[src/design/sysres_pkg.sv]
// Package for the systematic resampler: sizes, constants and controller/datapath link types.
`timescale 1ns / 1ps

package sysres_pkg;

  // Largest particle set the block handles
  localparam int unsigned MaxParticles = 64;

  // Field and state widths
  localparam int unsigned IdxW    = $clog2(MaxParticles);   // particle index, slot number
  localparam int unsigned CountW  = $clog2(MaxParticles + 1); // particle count register
  localparam int unsigned WeightW = 17;                       // Q1.16 weight, below 2.0
  localparam int unsigned OffsetW = 16;                       // Q0.16 start offset
  localparam int unsigned CumW    = 23;                       // running weight sum
  localparam int unsigned ThrW    = CumW + CountW;            // N * cum_weight
  localparam int unsigned PosW    = CumW;                     // offset + m * 2^16

  // Particle count after reset
  localparam logic [CountW-1:0] CountReset = CountW'(MaxParticles);

  // Commands from the controller to the datapath
  typedef struct packed {
    logic accept;  // take the input transaction, update the running sum
    logic calc;    // form the threshold N * cum_weight
    logic emit;    // load the output register with the current slot
    logic finish;  // commit the end of this weight
  } ctrl_cmd_t;

  // Status from the datapath to the controller
  typedef struct packed {
    logic more;  // the current slot is covered by this weight
    logic last;  // the current slot is the last one this weight covers
  } dp_status_t;

endpackage

[src/design/sysres_in_if.sv]
// Input channel interface: one normalized weight and the set's start offset per transaction.
`timescale 1ns / 1ps

interface sysres_in_if;
  logic                               valid;
  logic                               ready;
  logic [sysres_pkg::WeightW-1:0]     weight;
  logic [sysres_pkg::OffsetW-1:0]     offset;

  modport source (output valid, output weight, output offset, input ready);
  modport sink   (input valid, input weight, input offset, output ready);
endinterface

[src/design/sysres_out_if.sv]
// Output channel interface: one resampled slot assignment per transaction.
`timescale 1ns / 1ps

interface sysres_out_if;
  logic                            valid;
  logic                            ready;
  logic [sysres_pkg::IdxW-1:0]     ancestor;
  logic [sysres_pkg::IdxW-1:0]     slot;
  logic                            run_last;
  logic                            set_done;

  modport source (output valid, output ancestor, output slot, output run_last,
                  output set_done, input ready);
  modport sink   (input valid, input ancestor, input slot, input run_last,
                  input set_done, output ready);
endinterface

[src/design/sysres_datapath.sv]
// Datapath of the systematic resampler: running sum, threshold, slot compare, output register.
`timescale 1ns / 1ps

module sysres_datapath (
  input  logic                            clk_i,
  input  logic                            rst_ni,
  input  logic                            cfg_we_i,
  input  logic [sysres_pkg::CountW-1:0]   cfg_wdata_i,
  input  logic [sysres_pkg::WeightW-1:0]  weight_i,
  input  logic [sysres_pkg::OffsetW-1:0]  offset_i,
  input  sysres_pkg::ctrl_cmd_t           cmd_i,
  output sysres_pkg::dp_status_t          status_o,
  output logic [sysres_pkg::IdxW-1:0]     ancestor_o,
  output logic [sysres_pkg::IdxW-1:0]     slot_o,
  output logic                            run_last_o,
  output logic                            set_done_o
);

  localparam int unsigned IdxW   = sysres_pkg::IdxW;
  localparam int unsigned CountW = sysres_pkg::CountW;
  localparam int unsigned CumW   = sysres_pkg::CumW;
  localparam int unsigned ThrW   = sysres_pkg::ThrW;
  localparam int unsigned PosW   = sysres_pkg::PosW;
  localparam int unsigned OffW   = sysres_pkg::OffsetW;

  logic [CountW-1:0] count_q;
  logic [CumW-1:0]   cum_q, cum_d;
  logic [IdxW-1:0]   seen_q, seen_d;
  logic [CountW-1:0] slot_q, slot_d;
  logic [OffW-1:0]   offset_q, offset_d;
  logic              closing_q, closing_d;
  logic [ThrW-1:0]   thr_q;

  logic [CountW-1:0] n_eff;
  logic [CumW:0]     cum_sum;
  logic [CumW-1:0]   cum_sat;
  logic [PosW-1:0]   pos;
  logic [PosW-1:0]   pos_next;
  logic [CountW-1:0] slot_inc;

  // Effective particle count: zero acts as one, the top is clamped
  always_comb begin
    n_eff = count_q;
    if (count_q == '0) begin
      n_eff = CountW'(1);
    end else if (count_q > sysres_pkg::CountReset) begin
      n_eff = sysres_pkg::CountReset;
    end
  end

  // Saturating running sum
  assign cum_sum = {1'b0, cum_q} + (CumW + 1)'(weight_i);
  assign cum_sat = cum_sum[CumW] ? {CumW{1'b1}} : cum_sum[CumW-1:0];

  // Sample position of the current slot and of the one after it
  assign pos      = PosW'(offset_q) + (PosW'(slot_q[IdxW-1:0]) << 16);
  assign pos_next = pos + PosW'(32'h1_0000);
  assign slot_inc = slot_q + CountW'(1);

  always_comb begin
    status_o.more = (slot_q < n_eff) && (closing_q || (ThrW'(pos) <= thr_q));
    status_o.last = (slot_inc == n_eff) || (!closing_q && (ThrW'(pos_next) > thr_q));
  end

  // Set state next values
  always_comb begin
    cum_d     = cum_q;
    seen_d    = seen_q;
    slot_d    = slot_q;
    offset_d  = offset_q;
    closing_d = closing_q;
    if (cmd_i.accept) begin
      cum_d     = cum_sat;
      closing_d = ({1'b0, seen_q} + CountW'(1)) >= n_eff;
      if (seen_q == '0) begin
        offset_d = offset_i;
      end
    end
    if (cmd_i.emit) begin
      slot_d = slot_inc;
    end
    if (cmd_i.finish) begin
      if (closing_q) begin
        cum_d    = '0;
        seen_d   = '0;
        slot_d   = '0;
        offset_d = '0;
      end else begin
        seen_d = seen_q + IdxW'(1);
      end
    end
    // A register write starts a new set
    if (cfg_we_i) begin
      cum_d    = '0;
      seen_d   = '0;
      slot_d   = '0;
      offset_d = '0;
    end
  end

  // Set state registers
  always_ff @(posedge clk_i or negedge rst_ni) begin
    if (!rst_ni) begin
      count_q   <= sysres_pkg::CountReset;
      cum_q     <= '0;
      seen_q    <= '0;
      slot_q    <= '0;
      offset_q  <= '0;
      closing_q <= 1'b0;
    end else begin
      if (cfg_we_i) begin
        count_q <= cfg_wdata_i;
      end
      cum_q     <= cum_d;
      seen_q    <= seen_d;
      slot_q    <= slot_d;
      offset_q  <= offset_d;
      closing_q <= closing_d;
    end
  end

  // Threshold product and output register
  always_ff @(posedge clk_i) begin
    if (cmd_i.calc) begin
      thr_q <= ThrW'(n_eff) * ThrW'(cum_q);
    end
    if (cmd_i.emit) begin
      ancestor_o <= seen_q;
      slot_o     <= slot_q[IdxW-1:0];
      run_last_o <= status_o.last;
      set_done_o <= (slot_inc == n_eff);
    end
  end

endmodule

[src/design/sysres_ctrl.sv]
// Controller of the systematic resampler: sequences accept, threshold and slot emission.
`timescale 1ns / 1ps

module sysres_ctrl (
  input  logic                    clk_i,
  input  logic                    rst_ni,
  input  logic                    in_valid_i,
  output logic                    in_ready_o,
  output logic                    out_valid_o,
  input  logic                    out_ready_i,
  input  sysres_pkg::dp_status_t  status_i,
  output sysres_pkg::ctrl_cmd_t   cmd_o
);

  localparam logic [1:0] StIdle = 2'd0;
  localparam logic [1:0] StCalc = 2'd1;
  localparam logic [1:0] StEmit = 2'd2;

  logic [1:0] state_q, state_d;
  logic       out_valid_q, out_valid_d;
  logic       out_free;

  assign out_free    = !out_valid_q || out_ready_i;
  assign out_valid_o = out_valid_q;

  // Next state and commands
  always_comb begin
    state_d    = state_q;
    cmd_o      = '0;
    in_ready_o = 1'b0;
    unique case (state_q)
      StIdle: begin
        in_ready_o = 1'b1;
        if (in_valid_i) begin
          cmd_o.accept = 1'b1;
          state_d      = StCalc;
        end
      end
      StCalc: begin
        cmd_o.calc = 1'b1;
        state_d    = StEmit;
      end
      StEmit: begin
        if (!status_i.more) begin
          cmd_o.finish = 1'b1;
          state_d      = StIdle;
        end else if (out_free) begin
          cmd_o.emit = 1'b1;
          if (status_i.last) begin
            cmd_o.finish = 1'b1;
            state_d      = StIdle;
          end
        end
      end
      default: begin
        state_d = StIdle;
      end
    endcase
  end

  // Output register occupancy
  always_comb begin
    out_valid_d = out_valid_q;
    if (cmd_o.emit) begin
      out_valid_d = 1'b1;
    end else if (out_ready_i) begin
      out_valid_d = 1'b0;
    end
  end

  always_ff @(posedge clk_i or negedge rst_ni) begin
    if (!rst_ni) begin
      state_q     <= StIdle;
      out_valid_q <= 1'b0;
    end else begin
      state_q     <= state_d;
      out_valid_q <= out_valid_d;
    end
  end

endmodule

[src/design/systematic_resampler.sv]
// Top level of the systematic resampler: channels, configuration port, controller and datapath.
// Systematic resampling for a particle filter. Send N normalized Q1.16 weights per set (N is
// particle_count, written through cfg_we_i/cfg_wdata_i while idle; a write starts a new set).
// The offset field is taken from the first weight of each set. Each weight produces the slot
// assignments it covers, one result transaction per cycle while the output register can take
// it, and the last weight of a set flushes every open slot, so a set always yields exactly N
// results. A weight is handled in steps: accept and add, the N * sum multiply, then one
// emitted slot per step (or a single step when it covers none). Results pass through an
// output register, so the final result of a weight may wait while the next weight is
// accepted.
`timescale 1ns / 1ps

module systematic_resampler (
  input  logic                           clk_i,
  input  logic                           rst_ni,
  input  logic                           cfg_we_i,
  input  logic [sysres_pkg::CountW-1:0]  cfg_wdata_i,
  sysres_in_if.sink                      in_ch_i,
  sysres_out_if.source                   out_ch_o
);

  sysres_pkg::ctrl_cmd_t  cmd;
  sysres_pkg::dp_status_t status;

  // Control sequencer
  sysres_ctrl u_ctrl (
    .clk_i       (clk_i),
    .rst_ni      (rst_ni),
    .in_valid_i  (in_ch_i.valid),
    .in_ready_o  (in_ch_i.ready),
    .out_valid_o (out_ch_o.valid),
    .out_ready_i (out_ch_o.ready),
    .status_i    (status),
    .cmd_o       (cmd)
  );

  // Arithmetic and set state
  sysres_datapath u_datapath (
    .clk_i       (clk_i),
    .rst_ni      (rst_ni),
    .cfg_we_i    (cfg_we_i),
    .cfg_wdata_i (cfg_wdata_i),
    .weight_i    (in_ch_i.weight),
    .offset_i    (in_ch_i.offset),
    .cmd_i       (cmd),
    .status_o    (status),
    .ancestor_o  (out_ch_o.ancestor),
    .slot_o      (out_ch_o.slot),
    .run_last_o  (out_ch_o.run_last),
    .set_done_o  (out_ch_o.set_done)
  );

endmodule

[src/flat_wrapper.sv]
// flat-port wrapper written by rule: the top's interface ports become plain ports
module systematic_resampler_flat 
  (clk_i, rst_ni, cfg_we_i, cfg_wdata_i, in_ch_i_valid, in_ch_i_weight, in_ch_i_offset, in_ch_i_ready, out_ch_o_valid, out_ch_o_ancestor, out_ch_o_slot, out_ch_o_run_last, out_ch_o_set_done, out_ch_o_ready);
  sysres_in_if in_ch_i_i ();
  sysres_out_if out_ch_o_i ();
  input  logic clk_i;
  input  logic rst_ni;
  input  logic cfg_we_i;
  input  logic [sysres_pkg::CountW-1:0] cfg_wdata_i;
  input wire logic [$bits(in_ch_i_i.valid)-1:0] in_ch_i_valid;
  input wire logic [$bits(in_ch_i_i.weight)-1:0] in_ch_i_weight;
  input wire logic [$bits(in_ch_i_i.offset)-1:0] in_ch_i_offset;
  output wire logic [$bits(in_ch_i_i.ready)-1:0] in_ch_i_ready;
  output wire logic [$bits(out_ch_o_i.valid)-1:0] out_ch_o_valid;
  output wire logic [$bits(out_ch_o_i.ancestor)-1:0] out_ch_o_ancestor;
  output wire logic [$bits(out_ch_o_i.slot)-1:0] out_ch_o_slot;
  output wire logic [$bits(out_ch_o_i.run_last)-1:0] out_ch_o_run_last;
  output wire logic [$bits(out_ch_o_i.set_done)-1:0] out_ch_o_set_done;
  input wire logic [$bits(out_ch_o_i.ready)-1:0] out_ch_o_ready;
  assign in_ch_i_i.valid = in_ch_i_valid;
  assign in_ch_i_i.weight = in_ch_i_weight;
  assign in_ch_i_i.offset = in_ch_i_offset;
  assign in_ch_i_ready = in_ch_i_i.ready;
  assign out_ch_o_valid = out_ch_o_i.valid;
  assign out_ch_o_ancestor = out_ch_o_i.ancestor;
  assign out_ch_o_slot = out_ch_o_i.slot;
  assign out_ch_o_run_last = out_ch_o_i.run_last;
  assign out_ch_o_set_done = out_ch_o_i.set_done;
  assign out_ch_o_i.ready = out_ch_o_ready;
  systematic_resampler u_core (.clk_i(clk_i), .rst_ni(rst_ni), .cfg_we_i(cfg_we_i), .cfg_wdata_i(cfg_wdata_i), .in_ch_i(in_ch_i_i), .out_ch_o(out_ch_o_i));
endmodule
[config.mk]
export PLATFORM = sky130hd
export DESIGN_NAME = systematic_resampler_flat
export DESIGN_NICKNAME = d
export VERILOG_FILES = /design/src/design/sysres_pkg.sv /design/src/design/sysres_in_if.sv /design/src/design/sysres_out_if.sv /design/src/design/sysres_datapath.sv /design/src/design/sysres_ctrl.sv /design/src/design/systematic_resampler.sv /design/src/flat_wrapper.sv
export SDC_FILE = /design/constraint.sdc
export NUM_CORES = 1
export LEC_CHECK = 0
export BUFFER_PORTS_ARGS = -buffer_cell sky130_fd_sc_hd__buf_2
export CAP_MARGIN = 20
export CELL_PAD_IN_SITES_DETAIL_PLACEMENT = 0
export CELL_PAD_IN_SITES_GLOBAL_PLACEMENT = 2
export CORE_UTILIZATION = 44
export CTS_CLUSTER_SIZE = 14
export DETAILED_ROUTE_END_ITERATION = 8
export PLACE_DENSITY = 0.95
export SLEW_MARGIN = 25
export SYNTH_ARGS = -nofsm -noshare
export SYNTH_HDL_FRONTEND = slang
export SYNTH_HIERARCHICAL = 1
export SYNTH_SLANG_ARGS = --single-unit
[constraint.sdc]
create_clock -name clk_i -period 10.21 [get_ports clk_i]
set_input_delay 0.5105 -clock clk_i [delete_from_list [all_inputs] [get_ports clk_i]]
set_output_delay 0.5105 -clock clk_i [all_outputs]
set_load 0.02 [all_outputs]
## Yosys cells after proc, flatten, opt, wreduce, memory -nomap -nowiden

Index checks and enable logic that the tools add are counted.

- Word-level logic and storage cells: 79
- Output and inout port bits: 16
- Bits of input ports: 45
- Register bits: 107

- Reduce and logical (&&, ||, !) cells: 13
- Muxes and demuxes: 35
- Equality and inequality tests: 6
- Add/sub/neg operators: 6
- Multiply operators: 1
- Order comparisons: 5

Operator list:

| kind | count |
|---|---|
| $mux 23 | 5 |
| $mux 16 | 5 |
| $mux 7 | 6 |
| $gt 23x30->1 | 1 |
| $le 23x30->1 | 1 |
| $mul 7x23->30 | 1 |
| $add 23x17->24 | 1 |
| $add 16x22->23 | 1 |
| $add 23x17->23 const B | 1 |
| $mux 6 | 3 |
| $mux 2 | 6 |
| $mux 1 | 9 |
| $add 6x1->7 const B | 1 |
| $add 7x1->7 const B | 1 |
| $eq 7x7->1 | 1 |
| $ge 7x7->1 | 1 |
| $gt 7x7->1 const B | 1 |
| $logic_not 7->1 | 1 |
| $lt 7x7->1 | 1 |
| $add 6x1->6 const B | 1 |
| $logic_not 6->1 | 1 |
| $pmux 2 s3 | 1 |
| $reduce_bool 2->1 | 2 |
| $logic_or 1x1->1 | 3 |
| 9 further kinds | 11 |

## Longest topological paths before layout

- Word-level depth: 13
- Depth in mapped cells: 21
- Mapped depth without buffers: 20

## Cells and area by module

The synthesis kept the hierarchy.

By module, submodules not included:

| module | cells each | sequential area each (um^2) | area each (um^2) | times used |
|---|---|---|---|---|
| sysres_datapath | 1163 | 2824.0 | 11081.9 | 1 |
| sysres_ctrl | 17 | 75.1 | 160.2 | 1 |

## Worst setup path after synthesis

Ideal clock, no wire load.

- Kind: register to register
- From: reg u_core.u_datapath.count_q[6]
- To: reg u_core.u_datapath.thr_q[29] (data pin)
- Required time: 9950 ps
- Setup slack: 4842 ps
- Stages on the path, launching flop included: 20
- Path buffers: 2
- Data arrival time: 5108 ps
- Period minus slack after synthesis: 5368 ps
- Setup time: 260 ps
- Path through: dfstp_2 > clkbuf_1 > clkbuf_1 > nand2_1 > fa_1 > fa_1 > inv_1 > fa_1 > inv_1 > fa_1 > inv_1 > ha_1 > o211ai_1 > o211ai_2 > a221oi_2 > nor2_2 > nor3_4 > o211ai_1 > a31oi_1 > xnor2_1

- Word-level cells in the longest chain between the ends: 4
- Elaborated cells between the ends (all ways): 5
- Those cells by class: mul (1); order compare (1); mux (2); reduce/logical (1)

Ends and longest elaborated chain:

| element | line | RTL |
|---|---|---|
| start: declaration | sysres_datapath.sv:26 | `logic [CountW-1:0] count_q;` |
| start signal: assignment | sysres_datapath.sv:104 | `count_q <= sysres_pkg::CountReset;` |
| start signal: assignment | sysres_datapath.sv:112 | `count_q <= cfg_wdata_i;` |
| $gt 7x7->1 | sysres_datapath.sv:46 | `end else if (count_q > sysres_pkg::CountReset) begin` |
| $mux 7 | sysres_datapath.sv:46 |  |
| $mux 7 * | sysres_datapath.sv:44 | `if (count_q == '0) begin` |
| $mul 7x23->30 * | sysres_datapath.sv:125 | `thr_q <= ThrW'(n_eff) * ThrW'(cum_q);` |
| end signal: assignment | sysres_datapath.sv:125 |  |
| end: declaration | sysres_datapath.sv:32 | `logic [ThrW-1:0] thr_q;` |

Every way passes the cells marked *; elsewhere a longest branch is shown, timed or not.
A chain may end at the register's enable or synchronous reset.

## Worst setup path after layout

Ends and elaborated chain as after synthesis.

==> tab_implementation.tex <==
\begin{tabular}{lr}
\hline
Metric & Value \\
\hline
\multicolumn{2}{l}{\textbf{Route}} \\
\quad Number of iterations in the first detailed-routing pass & 5 \\
\quad Antenna Nets Post-Route & 0 \\
\quad Routed vias & 8266 \\
\quad Average wire per cell in the routed design & 15.8 µm \\
\quad Detailed Route WL & 24600 µm \\
\quad Via count normalized by instance count & 5.31 \\
\quad DRC violations left & 0 \\
\quad Number of DRC markers in iteration 0 & 579 \\
\multicolumn{2}{l}{\textbf{Timing}} \\
\quad Headroom to the max-slew limit & 34.8\% \\
\quad Final Hold Fails & 0 \\
\quad \# setup viols final & 0 \\
\quad Count of final max-slew check failures & 0 \\
\quad Summed negative setup slack over all endpoints & 0 ns \\
\quad Maximum clock rate & 167 MHz \\
\quad Slew at the pin closest to its max-slew limit & 0.974 ns \\
\quad Crit share post-route & 58.6\% \\
\quad Max Clock Skew & 0.0121 ns \\
\quad Setup repair after global routing missed its margin & no \\
\quad Post-layout minimum cycle time & 5.98 ns \\
\multicolumn{2}{l}{\textbf{Global route}} \\
\quad Global routing usage summed across all routing layers & 19.8\% \\
\quad Met2 Resource Use GR & 34.6\% \\
\quad Global-route met1 utilization & 25.0\% \\
\quad Global-route track usage on met3 & 3.83\% \\
\quad Antenna violations before repair & 1 \\
\quad Vias in the first global route & 8154 \\
\quad Global-route layer with the greatest usage & met2 \\
\quad First-pass GRT wire length & 41200 µm \\
\quad Total gr overflow & 0 \\
\quad Maximum number of pins on one net before global-route repair & 64 \\
\multicolumn{2}{l}{\textbf{Yosys}} \\
\quad Multiplexer area fraction after synthesis & 2.29\% \\
\quad Combinational family with the most area after synthesis & adder cells \\
\quad Total number of yosys warnings & 6 \\
\quad Post-synth design cell area & 11200 µm² \\
\quad Share of synthesized registers carrying an async set or reset & 58.9\% \\
\quad Post-synthesis share of cell area spent on full adders, half adders and majority gates & 31.1\% \\
\quad Ys flop type & dfrtp\_1 \\
\quad Xor-xnor portion of the synthesized cell area & 4.44\% \\
\quad Number of unique standard cell types used by synthesis & 73 \\
\quad Cell count after synthesis & 1180 \\
\quad Post-synthesis register bit count & 107 \\
\quad Synth Area in Compound Gates & 13.3\% \\
\quad Post-synthesis share of cell area spent on and, or, nand and nor gates & 16.4\% \\
\quad Post-synthesis average cell area & 9.53 µm² \\
\quad Post-Syn Nets & 1441 \\
\quad Count of flip-flops with a built-in enable after synthesis & 44 \\
\quad Post-synthesis sequential area ratio & 25.8\% \\
\multicolumn{2}{l}{\textbf{Clock network}} \\
\quad Hold buffer count at CTS & 0 \\
\quad Number of gates given a new drive strength after cts & 0 \\
\quad Inserted Clock Buffers & 9 \\
\quad Clock Tree Root & clkbuf\_16 \\
\quad Setup bufs post-CTS & 0 \\
\quad Worst-skew pair later-pin latency & 0.36 ns \\
\quad Clock transition at the register clock pins on the worst setup and hold paths after CTS & 0.08 ns \\
\quad Longest Clk Path Bufs & 2 \\
\quad Sinks on the clock net & 107 \\
\quad H-tree depth reported by CTS & 3 \\
\quad CTS tree & yes \\
\multicolumn{2}{l}{\textbf{Pwr}} \\
\quad Part of the power in combinational logic & 51.2\% \\
\quad Power dissipated by switching net loads & 925 µW \\
\quad Leak Pwr & 0.00598 µW \\
\quad Internal portion of total power & 1180 µW \\
\quad Power density normalized to cell area & 173 nW/µm² \\
\quad Maximum vdd drop & 0.115 mV \\
\quad Fraction of power spent switching nets & 43.9\% \\
\quad Seq pwr share & 31.8\% \\
\quad Part of the power in the clock network & 17.0\% \\
\quad Overall Power & 2110 µW \\
\multicolumn{2}{l}{\textbf{Run status}} \\
\quad Run status & finished clean \\
\multicolumn{2}{l}{\textbf{Critical path}} \\
\quad Worst-path fanout max & 35 \\
\quad WP data arrival & 6.09 ns \\
\quad Req. time, crit path & 10.32 ns \\
\quad Type of destination of the critical path & register \\
\quad Kind of start point of the critical path & register \\
\quad CP Class & register to register \\
\multicolumn{2}{l}{\textbf{Finish}} \\
\quad Share of post-route cells with drive strength above 1 & 10.4\% \\
\quad Final Non-Filler Cells & 1556 \\
\quad Relative area change from synthesis to final layout & 8.21\% \\
\quad Net count reported at finish & 1481 \\
\quad Storage element area & 2900 µm² \\
\quad Utilization of the core after routing & 48.5\% \\
\quad Fill cell total of the finished layout & 2433 \\
\quad Area of the multi-input gates & 7600 µm² \\
\multicolumn{2}{l}{\textbf{Job}} \\
\quad Reported max-cap violation count & 0 \\
\multicolumn{2}{l}{\textbf{Die}} \\
\quad Area of the core region & 25100 µm² \\
\quad Count of standard-cell rows & 58 \\
\quad Die outline width & 162 µm \\
\quad Total I/O pin count & 61 \\
\quad Die Y & 162 µm \\
\quad Initial core utilization & 44.8\% \\
\quad Full die area & 26200 µm² \\
\multicolumn{2}{l}{\textbf{Placement}} \\
\quad RePlAce Congestion & 0.871 \\
\quad Cell Count Post-Placement & 1539 \\
\quad Dpl hpwl & 19400 µm \\
\quad Number of I/O port buffers & 60 \\
\multicolumn{2}{l}{\textbf{Worst hold path}} \\
\quad Worst hold path class & primary input to async pin \\
\hline
\end{tabular}
==> cell families (layout without fill, tap and decap cells) <==
| group | after synthesis | in the layout |
|---|---|---|
| AOI/OAI and AO/OA | 218 | 218 |
| xor gates and xnor gates | 57 | 57 |
| adders and majority gates | 216 | 216 |
| buffers and inverters | 192 | 237 |
| DFF | 107 | 107 |
| muxes | 25 | 25 |
| other | 0 | 1 |
| and+or+nand+nor | 365 | 365 |
==> cell usage in the layout (no fill, tap or decap), drive strengths merged, types with 4 or more instances in the layout <==
cell type	instances
o21a	10
nor4	5
o211ai	7
a21o	19
nand3	18
ha	111
o21ai	47
mux2i	19
nor3	8
edfxtp	44
xnor2	31
xor2	26
nand2	105
inv	154
clkbuf	11
and2	98
and3	7
buf	68
a21oi	88
nand2b	9
nand4	11
a31oi	10
o31ai	4
o21bai	5
nor2	75
nor2b	12
fa	105
mux2	6
dfrtp	62
a211oi	5
nand3b	6
==> worst paths after layout <==
check / slack (ns) / endpoint / from / depth (start not counted)
worst min register to register: 0.53 / u_core/u_datapath/ancestor_o[1] / u_core/u_datapath/seen_q[1] / 0
worst max register to register: 4.23 / u_core/u_datapath/thr_q[29] / u_core/u_datapath/count_q[6] / 18
worst max-delay path: 4.23 / u_core/u_datapath/thr_q[29] / u_core/u_datapath/count_q[6] / 18
min in group clk_i: 0.37 / u_core/u_ctrl/state_q[0] / in_ch_i_valid / 2
max in group asynchronous: 9.30 / u_core/u_datapath/cum_q[11] / rst_ni / 2
worst min-delay path: 0.32 / u_core/u_datapath/offset_q[12] / rst_ni / 2
==> flip-flops by register name, summed over array words and instances, names as in the netlist <==
signal	flops
u_core/u_datapath/slot_q	7
u_core/u_datapath/count_q	7
u_core/u_datapath/slot_o	6
u_core/u_datapath/offset_q	16
u_core/u_datapath/closing_q	1
u_core/u_datapath/ancestor_o	6
u_core/u_datapath/seen_q	6
u_core/u_ctrl/state_q	2
u_core/u_ctrl/out_valid_o	1
u_core/u_datapath/run_last_o	1
u_core/u_datapath/cum_q	23
u_core/u_datapath/set_done_o	1
u_core/u_datapath/thr_q	30
==> cells in the mapped netlist, types with 7 or more instances <==
cell type | n | area [µm²]
nor2b_1 | 12 | 75.1
edfxtp_1 | 44 | 1320
xor2_1 | 26 | 228
clkbuf_1 | 33 | 124
ha_1 | 111 | 1390
nor2_1 | 74 | 278
fa_1 | 105 | 2100
a31oi_1 | 9 | 56.3
xnor2_1 | 31 | 272
a21o_1 | 19 | 143
o21a_1 | 10 | 75.1
nor3_1 | 7 | 35.0
inv_1 | 151 | 567
and2_1 | 98 | 613
nand3_1 | 18 | 90.1
nand2_1 | 104 | 390
dfrtp_1 | 62 | 1550
o21ai_0 | 41 | 205
a21oi_4 | 9 | 146
and3_1 | 7 | 43.8
nand4_1 | 11 | 68.8
a21oi_1 | 75 | 375
nand2b_1 | 8 | 50.1
mux2i_1 | 19 | 190
==> critical path, stage by stage, from the launching register on <==
cell and delay (ns):
dfstp_2 0.56, nor2b_2 0.84, nand2_1 0.18, fa_1 0.53
fa_1 0.49, inv_1 0.05, fa_1 0.53, inv_1 0.05
fa_1 0.53, inv_1 0.04, ha_1 0.36, o211ai_1 0.24
o211ai_2 0.16, a221oi_2 0.36, nor2_2 0.10, nor3_4 0.26
o211ai_1 0.13, a31oi_1 0.21, xnor2_1 0.08
==> per-layer routing <==
| layer | vias to the layer above | share of wire, % |
|---|---|---|
| met5 | - | 0 |
| met3 | 26 | 4.0 |
| met4 | 0 | 1.6 |
| met2 | 122 | 51 |
| li1 | 3995 | - |
| met1 | 4123 | 44 |
==> per-stage QoR <==
stage	hold slack, ns	setup WS [ns]	cell area [µm²]
finish	0.324	4.23	12200
global route	0.366	3.88	12200
CTS	0.346	4.23	12200
detailed placement	0.520	4.26	11900
global placement	0.505	4.36	11900
floorplan	0.215	4.84	11200
==> power by group through the flow <==
| stage | Clock [µW] | Combinational [µW] | Sequential, µW |
|---|---|---|---|
| final | 359 | 1080 | 671 |
| after global routing | 386 | 1230 | 685 |
| after CTS | 371 | 1100 | 673 |
| after detailed placement | 0 | 1090 | 681 |
| after global placement | 0 | 1080 | 680 |
| after floorplan | 0 | 832 | 652 |
==> final cells by class <==
class                   count  area share, %
diodes                      1         0.0206
clock inverters             5          0.432
flip-flops and latches    107           23.8
multi-input cells         881           62.5
well taps                 330           3.39
repair buffers             68           2.96
clock buffers              11           2.09
inverters                 153           4.76
Note: power is estimated with default switching activity, not from simulation.
